File: src/rtl/core/utf8r_pkg.sv
// Shared types and character codes for the UTF-8 to RTF escape unit.
// No dependencies; imported by the decoder, the emitter and the top level.
package utf8r_pkg;

  // What an accepted item turns into on the output side
  typedef enum logic [1:0] {
    RUN_CHAR,   // plain ASCII character
    RUN_ESC,    // ASCII character with a backslash before it
    RUN_CODE    // \u<signed decimal>? escape
  } run_kind_t;

  typedef struct packed {
    run_kind_t   kind;
    logic [7:0]  chr;
    logic [15:0] code;
  } run_t;

  typedef struct packed {
    logic [2:0] pending;
    logic       skipping;
  } dec_status_t;

  localparam logic [7:0] CH_BSL    = 8'h5C;
  localparam logic [7:0] CH_LBRACE = 8'h7B;
  localparam logic [7:0] CH_RBRACE = 8'h7D;
  localparam logic [7:0] CH_U      = 8'h75;
  localparam logic [7:0] CH_MINUS  = 8'h2D;
  localparam logic [7:0] CH_QMARK  = 8'h3F;
  localparam logic [7:0] CH_ZERO   = 8'h30;

endpackage

File: src/rtl/core/utf8_to_rtf_escape_unit.sv
// UTF-8 to RTF escape unit: one input byte per item, escaped text out one byte per item.
// An accepted byte with output is loaded into the run register; its characters (two for an
// escaped ASCII byte, 4 to 9 for a code) then pass through the output register. A new byte
// is taken only when the run register is free or drains its last character; output can stall.
// Reset (rst, synchronous): clears decoder state and empties the run and output registers.
// Depends on utf8r_pkg, utf8r_decode, utf8r_emit.
module utf8_to_rtf_escape_unit
  import utf8r_pkg::*;
(
  input  logic       clk,
  input  logic       rst,
  input  logic       s_tvalid,
  output logic       s_tready,
  input  logic [7:0] s_tdata,   // [7:0] in_byte
  input  logic       s_tlast,   // in_text_end
  output logic       m_tvalid,
  input  logic       m_tready,
  output logic [7:0] m_tdata,   // [7:0] out_byte
  output logic       m_tlast    // out_run_last
);

  logic        accept;
  run_t        run;
  logic        run_hit;
  dec_status_t dec_status;
  logic        emit_busy;

  // An item enters whenever the run register is free or drains its last
  // character this cycle; the output register decouples the master side.
  assign accept = s_tvalid && s_tready;

  // Decode the byte against the sequence state; update state on accept.
  utf8r_decode u_decode (
    .clk      (clk),
    .rst      (rst),
    .accept   (accept),
    .in_byte  (s_tdata),
    .text_end (s_tlast),
    .run      (run),
    .run_hit  (run_hit),
    .status   (dec_status)
  );

  // Serialize the run: load it only when the item produces output.
  utf8r_emit u_emit (
    .clk        (clk),
    .rst        (rst),
    .load_run   (run),
    .load       (accept && run_hit),
    .load_ready (s_tready),
    .busy       (emit_busy),
    .out_byte   (m_tdata),
    .out_last   (m_tlast),
    .out_valid  (m_tvalid),
    .out_ready  (m_tready)
  );

  // End of string must leave the decoder idle.
  a_end_clears: assert property (@(posedge clk) disable iff (rst)
    accept && s_tlast |=> dec_status.pending == 3'd0 && !dec_status.skipping)
    else $error("decoder state not cleared after end of string");

  // A running skip always has bytes left to drop.
  a_skip_pending: assert property (@(posedge clk) disable iff (rst)
    dec_status.skipping |-> dec_status.pending != 3'd0)
    else $error("skip active with no pending bytes");

  // An item with output must occupy the run register next cycle.
  a_run_loaded: assert property (@(posedge clk) disable iff (rst)
    accept && run_hit |=> emit_busy)
    else $error("accepted item with output was not loaded");

endmodule

File: src/rtl/core/utf8r_decode.sv
// UTF-8 sequence decoder: tracks lead/continuation state and classifies items.
// Depends on utf8r_pkg.
module utf8r_decode
  import utf8r_pkg::*;
(
  input  logic        clk,
  input  logic        rst,
  input  logic        accept,
  input  logic [7:0]  in_byte,
  input  logic        text_end,
  output run_t        run,
  output logic        run_hit,
  output dec_status_t status
);

  logic [2:0]  pending, pending_next;
  logic        skipping, skipping_next;
  logic [15:0] accum, accum_next;
  logic [2:0]  pend_dec;
  logic [2:0]  lead_ones;
  logic [15:0] code_ext;

  // Leading ones below bit 7 of a 0xF? byte
  always_comb begin
    priority if (!in_byte[3]) lead_ones = 3'd3;
    else if (!in_byte[2])     lead_ones = 3'd4;
    else if (!in_byte[1])     lead_ones = 3'd5;
    else if (!in_byte[0])     lead_ones = 3'd6;
    else                      lead_ones = 3'd7;
  end

  assign pend_dec = pending - 3'd1;
  assign code_ext = {accum[9:0], in_byte[5:0]};

  always_comb begin
    pending_next  = pending;
    skipping_next = skipping;
    accum_next    = accum;
    run_hit       = 1'b0;
    run.kind      = RUN_CHAR;
    run.chr       = in_byte;
    run.code      = code_ext;
    priority if (pending != 3'd0) begin
      pending_next = pend_dec;
      if (skipping) begin
        if (pend_dec == 3'd0) skipping_next = 1'b0;
      end else begin
        accum_next = code_ext;
        if (pend_dec == 3'd0) begin
          run_hit  = 1'b1;
          run.kind = RUN_CODE;
        end
      end
    end else if (!in_byte[7]) begin
      run_hit = 1'b1;
      if (in_byte == CH_LBRACE || in_byte == CH_RBRACE || in_byte == CH_BSL)
        run.kind = RUN_ESC;
    end else if (in_byte[7:4] == 4'hF) begin
      pending_next  = lead_ones;
      skipping_next = 1'b1;
    end else if (in_byte[5]) begin
      accum_next    = {12'd0, in_byte[3:0]};
      pending_next  = 3'd2;
      skipping_next = 1'b0;
    end else begin
      accum_next    = {11'd0, in_byte[4:0]};
      pending_next  = 3'd1;
      skipping_next = 1'b0;
    end
    // End of string: drop any partial sequence or running skip
    if (text_end) begin
      pending_next  = 3'd0;
      skipping_next = 1'b0;
      accum_next    = 16'd0;
    end
  end

  always_ff @(posedge clk) begin
    if (rst) begin
      pending  <= 3'd0;
      skipping <= 1'b0;
      accum    <= 16'd0;
    end else if (accept) begin
      pending  <= pending_next;
      skipping <= skipping_next;
      accum    <= accum_next;
    end
  end

  assign status.pending  = pending;
  assign status.skipping = skipping;

endmodule

File: src/rtl/core/utf8r_emit.sv
// Output serializer: holds one run and emits its characters one per cycle while the output
// is not stalled, converting escape codes to signed decimal digit by digit. Depends on utf8r_pkg.
module utf8r_emit
  import utf8r_pkg::*;
(
  input  logic       clk,
  input  logic       rst,
  input  run_t       load_run,
  input  logic       load,
  output logic       load_ready,
  output logic       busy,
  output logic [7:0] out_byte,
  output logic       out_last,
  output logic       out_valid,
  input  logic       out_ready
);

  typedef enum logic [2:0] {
    PH_BSL, PH_U, PH_MINUS, PH_DIGIT, PH_QMARK, PH_CHAR
  } phase_t;

  // j * 10^k for digit extraction
  localparam logic [16:0] DIGIT_STEP [5][10] = '{
    '{17'd0, 17'd1,     17'd2,     17'd3,     17'd4,
      17'd5, 17'd6,     17'd7,     17'd8,     17'd9},
    '{17'd0, 17'd10,    17'd20,    17'd30,    17'd40,
      17'd50, 17'd60,   17'd70,    17'd80,    17'd90},
    '{17'd0, 17'd100,   17'd200,   17'd300,   17'd400,
      17'd500, 17'd600, 17'd700,   17'd800,   17'd900},
    '{17'd0, 17'd1000,  17'd2000,  17'd3000,  17'd4000,
      17'd5000, 17'd6000, 17'd7000, 17'd8000, 17'd9000},
    '{17'd0, 17'd10000, 17'd20000, 17'd30000, 17'd40000,
      17'd50000, 17'd60000, 17'd70000, 17'd80000, 17'd90000}
  };

  logic        run_valid;
  phase_t      phase, phase_nx, load_phase;
  run_kind_t   kind;
  logic [7:0]  chr;
  logic        neg;
  logic [15:0] mag, mag_nx, load_mag;
  logic [2:0]  k, k_nx, top_k;
  logic [16:0] mag17;
  logic [3:0]  digit;
  logic        step, is_last;
  logic [7:0]  ch;

  assign step  = run_valid && (!out_valid || out_ready);
  assign mag17 = {1'b0, mag};

  // Digit at position k: count of multiples of 10^k not above the remainder
  always_comb begin
    digit = 4'd0;
    for (int j = 1; j < 10; j++)
      digit = digit + {3'd0, (mag17 >= DIGIT_STEP[k][j])};
  end

  always_comb begin
    priority if (mag >= 16'd10000) top_k = 3'd4;
    else if (mag >= 16'd1000)      top_k = 3'd3;
    else if (mag >= 16'd100)       top_k = 3'd2;
    else if (mag >= 16'd10)        top_k = 3'd1;
    else                           top_k = 3'd0;
  end

  always_comb begin
    phase_nx = phase;
    k_nx     = k;
    mag_nx   = mag;
    is_last  = 1'b0;
    ch       = chr;
    unique case (phase)
      PH_BSL: begin
        ch       = CH_BSL;
        phase_nx = (kind == RUN_ESC) ? PH_CHAR : PH_U;
      end
      PH_U: begin
        ch       = CH_U;
        k_nx     = top_k;
        phase_nx = neg ? PH_MINUS : PH_DIGIT;
      end
      PH_MINUS: begin
        ch       = CH_MINUS;
        phase_nx = PH_DIGIT;
      end
      PH_DIGIT: begin
        ch     = CH_ZERO + {4'd0, digit};
        mag_nx = 16'(mag17 - DIGIT_STEP[k][digit]);
        if (k == 3'd0) phase_nx = PH_QMARK;
        else           k_nx     = k - 3'd1;
      end
      PH_QMARK: begin
        ch      = CH_QMARK;
        is_last = 1'b1;
      end
      default: begin
        ch      = chr;
        is_last = 1'b1;
      end
    endcase
  end

  assign load_ready = !run_valid || (step && is_last);
  assign load_phase = (load_run.kind == RUN_CHAR) ? PH_CHAR : PH_BSL;
  assign load_mag   = load_run.code[15] ? (~load_run.code + 16'd1) : load_run.code;

  always_ff @(posedge clk) begin
    if (rst) begin
      run_valid <= 1'b0;
      phase     <= PH_CHAR;
      out_valid <= 1'b0;
    end else begin
      if (step) begin
        out_valid <= 1'b1;
        out_byte  <= ch;
        out_last  <= is_last;
      end else if (out_ready) begin
        out_valid <= 1'b0;
      end

      if (load && load_ready) begin
        run_valid <= 1'b1;
        phase     <= load_phase;
        kind      <= load_run.kind;
        chr       <= load_run.chr;
        neg       <= load_run.code[15];
        mag       <= load_mag;
      end else if (step) begin
        if (is_last) run_valid <= 1'b0;
        phase <= phase_nx;
        k     <= k_nx;
        mag   <= mag_nx;
      end
    end
  end

  assign busy = run_valid;

endmodule

File: config.mk
export PLATFORM = sky130hd
export DESIGN_NAME = utf8_to_rtf_escape_unit
export DESIGN_NICKNAME = d
export VERILOG_FILES = /design/src/rtl/core/utf8r_pkg.sv /design/src/rtl/core/utf8_to_rtf_escape_unit.sv /design/src/rtl/core/utf8r_decode.sv /design/src/rtl/core/utf8r_emit.sv
export SDC_FILE = /design/constraint.sdc
export NUM_CORES = 1
export LEC_CHECK = 0
export BUFFER_PORTS_ARGS = -buffer_cell sky130_fd_sc_hd__clkbuf_2
export CAP_MARGIN = 30
export CORE_MARGIN = 1.5
export CORE_UTILIZATION = 52
export DETAILED_ROUTE_END_ITERATION = 7
export PLACE_DENSITY = 0.74
export SLEW_MARGIN = 15
export SYNTH_ARGS = -nofsm -noshare
export SYNTH_HDL_FRONTEND = slang
export SYNTH_SLANG_ARGS = --single-unit
File: constraint.sdc
create_clock -name clk -period 14.8 [get_ports clk]
set_input_delay 0.74 -clock clk [delete_from_list [all_inputs] [get_ports clk]]
set_output_delay 0.74 -clock clk [all_outputs]
set_load 0.01 [all_outputs]
Word-level counts from Yosys, hierarchy flattened
Memories as Yosys holds them, arrays and structs flattened.
Cells that the tools add are included.

cells by class
  $add $sub $neg = 13
  bitwise operators = 5
  mux-type cells = 59
  magnitude comparators = 15
  reduce and logical (&&, ||, !) cells = 31
  equality and inequality tests = 14

operators with widths
  cell                                                                                    count
  170-bit two-way mux                                                                     2
  16-bit by 17-bit greater-or-equal comparator with 1-bit output                          9
  16-bit two-way mux                                                                      6
  17-bit binary-select mux with 4-bit select                                              1
  10-bit two-way mux                                                                      5
  3-bit two-way mux                                                                       16
  8-bit case mux with 5 select lines                                                      1
  4-bit by 1-bit adder with 4-bit output                                                  7
  8-bit by 7-bit equality test with 1-bit output (second input constant)                  3
  1-bit two-way mux                                                                       20
  16-bit by 1-bit adder with 16-bit output (second input constant)                        1
  16-bit by 10-bit greater-or-equal comparator with 1-bit output (second input constant)  1
  16-bit by 14-bit greater-or-equal comparator with 1-bit output (second input constant)  1
  16-bit by 4-bit greater-or-equal comparator with 1-bit output (second input constant)   1
  16-bit by 7-bit greater-or-equal comparator with 1-bit output (second input constant)   1
  16-bit inverter                                                                         1
  16-bit subtractor                                                                       1
  3-bit case mux with 4 select lines                                                      1
  2-bit two-way mux                                                                       5
  3-bit zero test                                                                         3
  2-bit AND reduction                                                                     4
  2-bit nonzero test                                                                      4
  6-bit by 4-bit adder with 7-bit output (first input constant)                           1
  3-bit by 2-bit equality test with 1-bit output (second input constant)                  2
  other kinds (28)                                                                        40

storage, ports and cells
  bits in registers = 58
  word-level logic and storage cells = 151
  bits of input ports = 13
  memory bits (read-only) = 1360
  memories = 1

memories
  memory            depth  bits a word  read ports  clocked after memory_dff  wr ports  RTL line          source
  (name not given)  8      170          1           0                         0         utf8r_emit.sv:55  digit = digit + {3'd0, (mag17 >= DIGIT_STEP[k][j])};

Depth between registers and ports, before layout
  depth after elaboration = 21
  depth in mapped cells = 29
  depth with buffers taken out = 27

Hierarchy
A second synthesis with hierarchy kept.

unflattened totals
  cells, all modules = 849
  area total of the unflattened synthesis = 7021.7 µm²

modules (own cells, without submodules)
  module                   cells an instance  area each (µm²)  sequential area each (µm²)  instances
  utf8r_emit               743                6052.1           1271.2                      1
  utf8r_decode             104                957.2            280.3                       1
  utf8_to_rtf_escape_unit  2                  12.5             0.0                         1

Worst setup path before layout
OpenSTA, ideal clock, no wires.

  kind = flip-flop to flip-flop
  start point = register u_emit.k[2]
  end point = register u_emit.mag[14] (data pin)
  cell stages (with the launch flop) = 28
  buffers on the path = 3
  setup slack = 7.373 ns
  setup time = 0.266 ns
  arrival = 7.161 ns
  cell sequence = edfxtp_1 > inv_1 > clkbuf_1 > nand2_1 > inv_1 > ha_1 > a21o_1 > a21o_1 > a21oi_1 > o21ai_0 > a31o_2 > fa_1 > fa_1 > fa_1 > ha_1 > a21o_1 > buf_2 > xnor2_1 > clkbuf_1 > nor2_1 > a211oi_1 > fa_1 > nor2b_1 > o31a_1 > o31a_1 > nor4_1 > nor3_1 > or3b_1

between the ends
  word-level cells in the longest chain between the ends = 21
  elaborated cells on any way between the ends = 29
  those cells by class = 9 x add/sub; 9 x order compare; 8 x mux; 2 x bitwise; 1 x memory

RTL lines
  element                                                         RTL line                            source
  start, declared                                                 utf8r_emit.sv:42                    logic [2:0] k, k_nx, top_k;
  start signal, assigned                                          utf8r_emit.sv:131                   k <= k_nx;
  3-bit inverter with 4-bit output (implied by the code) (*)      utf8r_emit.sv:55, utf8r_emit.sv:88
  memory 8 x 170 bit (*)                                          -
  170-bit two-way mux (implied by the code) (*) (2 in series)     utf8r_emit.sv:55
  16-bit by 17-bit greater-or-equal comparator with 1-bit output  utf8r_emit.sv:55
  1-bit by 1-bit adder with 2-bit output                          utf8r_emit.sv:55
  4-bit by 1-bit adder with 4-bit output (7 in series)            utf8r_emit.sv:55
  4-bit inverter with 5-bit output (implied by the code)          utf8r_emit.sv:88                    mag_nx = 16'(mag17 - DIGIT_STEP[k][digit]);
  17-bit binary-select mux with 4-bit select (*)                  utf8r_emit.sv:88
  16-bit two-way mux (implied by the code) (*) (2 in series)      utf8r_emit.sv:88
  16-bit subtractor (*)                                           utf8r_emit.sv:88
  16-bit two-way mux (*)                                          utf8r_emit.sv:72                    unique case (phase)
  16-bit two-way mux (*)                                          utf8r_emit.sv:128                   end else if (step) begin
  16-bit two-way mux (*)                                          utf8r_emit.sv:121                   if (load && load_ready) begin
  end signal, assigned                                            utf8r_emit.sv:127                   mag <= load_mag;
  end signal, assigned                                            utf8r_emit.sv:132                   mag <= mag_nx;
  end, declared                                                   utf8r_emit.sv:41                    logic [15:0] mag, mag_nx, load_mag;

Every way passes the cells marked *; elsewhere a longest branch is shown, timed or not. The select of a mux whose other input is x is not followed.
A chain may end at the register's enable or synchronous reset.

Worst setup path in the final report
Ends and elaborated chain as after synthesis.

==> reports/metrics.cfg <==
[status]
status=finished, final reports clean

[sta]
final_max_slew_viol_count=0
setup_violations=0
grt_setup_unrepaired=false
slew_headroom_pct=33.4
hold_viol=0
period_needed_ps=9230
clock_skew_ps=6.72
max_freq_ghz=0.108
tightest_slew_ps=995
fin_setup_tns_ps=0
period_share_pct=62.4

[floorplan]
die_y_um=117
num_io_pins=24
dieArea_mm2=0.0137
coreArea_mm2=0.0127
initial_core_util_pct=53.5
num_rows=41
die_w_um=117

[worst_setup_path]
path_class=reg2reg
r2r_start=u_emit.k[2]
rr_endpoint=u_emit.mag[14]
startpoint=u_emit.k[2]
crit_fanout=27
start_kind=flip-flop
cp.arrival_ps=9310
cp_slowest_cell=inv_1
required_ps=14870
end_kind=flip-flop
rr_worst_depth=25
endpoint=u_emit.mag[14]
cpPeakStageDelay_ps=850
worst-path-stages=25
rrSetupSlack_ps=5570
crit_family=adder cells
path_buf_inv=1

[finish]
diodes=0
layout.filler_cells=1155
drive_gt1_share_pct=7.01
area_growth_pct=8.04
nNetsFinal=949
layout.cells.non_filler=999
final_area_mm2=0.00733

[route]
drc=0
wl_per_cell_um=21.0
antenna_left=0
vias=6674
drt_iter0_drc=524
vias_per_cell=6.68
finalWirelength_um=21000
first_pass_iters=5

[placed_design]
dp_cells=982
dpl-instance-area_mm2=0.00703
dpl.hpwl_um=15800
place.gp.congestion=0.995
port_buffers=23

[clocking]
htreeDepth=3
cts_resized=0
numCtsBuffers=9
clkSlewWorstSetupHoldPaths_ps=60
clk-insertion-delay-late_ps=330
cts_root_buf=clkbuf_16
cts_sinks=58
cts_tree=built
postCtsSetupBuffers=0
cts_buffer_depth=2
cts_hold_buf=0

[synth]
synth.most_common_cell=ha_1
synth_area_mm2=0.00679
synth_seq_cells=58
avgSynthCellArea_um2=8.36
yosys.area.top_type=ha_1
synth_common_cells=109 x ha_1, 69 x a21oi_1, 69 x nor2_1
synth-seq-area-share_pct=22.9
netlist.area_leader.share_pct=20.1
synth_warnings=0
syn_nets=939
synth_cell_type_count=74
synth_area_leaders=ha_1 20%, edfxtp_1 17%, dfxtp_1 5.6%
synthCells=812
synth_edf_count=39
synth_top_flop_cell=edfxtp_1
async_flop_share_pct=0

[global_routing]
grt_pass1_vias=6521
grt_pass1_wl_um=33600
grt_overflow=0
antenna_found_initial=0
grt_usage_pct=31.5
grt_max_degree=30

[run]
maxCapViolCount=0

[worst_hold_path]
hold_path_class=reg2reg

==> worst min-delay path by stage <==
stage	from	to	slack (ps)	cells past startpoint
floorplan	u_decode.pending[1]	u_decode.pending[1]	460	2
global placement	u_decode.pending[1]	u_decode.pending[1]	480	2
detailed placement	u_decode.pending[1]	u_decode.pending[1]	480	2
CTS	u_decode.pending[1]	u_decode.pending[1]	490	2
global route	u_decode.pending[1]	u_decode.pending[1]	520	2
finish	u_decode.pending[1]	u_decode.pending[1]	490	2
==> state kept, by name, indices dropped and copies added (netlist names) <==
name	count
u_emit.out_valid	1
u_emit.out_byte	8
u_emit.busy	1
u_emit.out_last	1
u_emit.mag	16
u_emit.chr	8
u_decode.accum	10
u_decode.pending	3
u_emit.neg	1
u_emit.phase	3
u_decode.skipping	1
u_emit.kind	2
u_emit.k	3
==> cell usage in the layout, fill, tap and decap left out, types with 19 or more instances in the layout <==
master,synthesis,final
nand2_1,66,66
a21oi_1,69,69
dfxtp_1,19,19
nor3_1,23,23
nand3_1,19,19
clkbuf_2,0,24
ha_1,109,109
edfxtp_1,39,39
a21o_1,21,21
o21ai_0,62,62
inv_1,29,29
nor2_1,69,69
==> tightest hold or removal path, stage by stage, from the launching register on <==
cell,delay (ps)
dfxtp_1,320
a21oi_1,60
nor2_1,70
==> logic make-up after synthesis <==
kind of cell / synth area share, %
AO/OA/AOI/OAI: 25.8
XOR/XNOR: 3.74
adder cells (fa/ha/maj): 21.7
buffers and inverters: 3.63
flip-flops: 22.9
multiplexers: 2.62
AND/OR/NAND/NOR: 19.6
==> layer usage <==
layer / track usage, % / share of wire (%)
met5: 0 / 0
met2: 53.5 / 49
met3: 4.79 / 6.5
met1: 38.6 / 40
met4: 16.1 / 4.7
==> area by class of cell <==
cell class | instances | area (um^2) | share of cell area, %
multi-input cells | 692 | 4990 | 68.0
flip-flops and latches | 58 | 1550 | 21.2
clock buffers | 9 | 225 | 3.07
well taps | 172 | 215 | 2.94
repair buffers | 31 | 169 | 2.30
inverters | 30 | 113 | 1.54
clock inverters | 7 | 70.1 | 0.956
==> through the flow <==
step | util [%] | hold slack (ps) | worst slack [ps]
3_5_place_dp | 55.5 | 478 | 5770
6_report | 57.9 | 487 | 5570
5_1_grt | 57.9 | 520 | 5210
4_1_cts | 57.8 | 490 | 5750
2_1_floorplan | - | 457 | 7370
3_3_place_gp | 55.5 | 475 | 6030
Power is not shown: default switching activity piles up to over one toggle a cycle in this logic, so the estimate is an artifact.
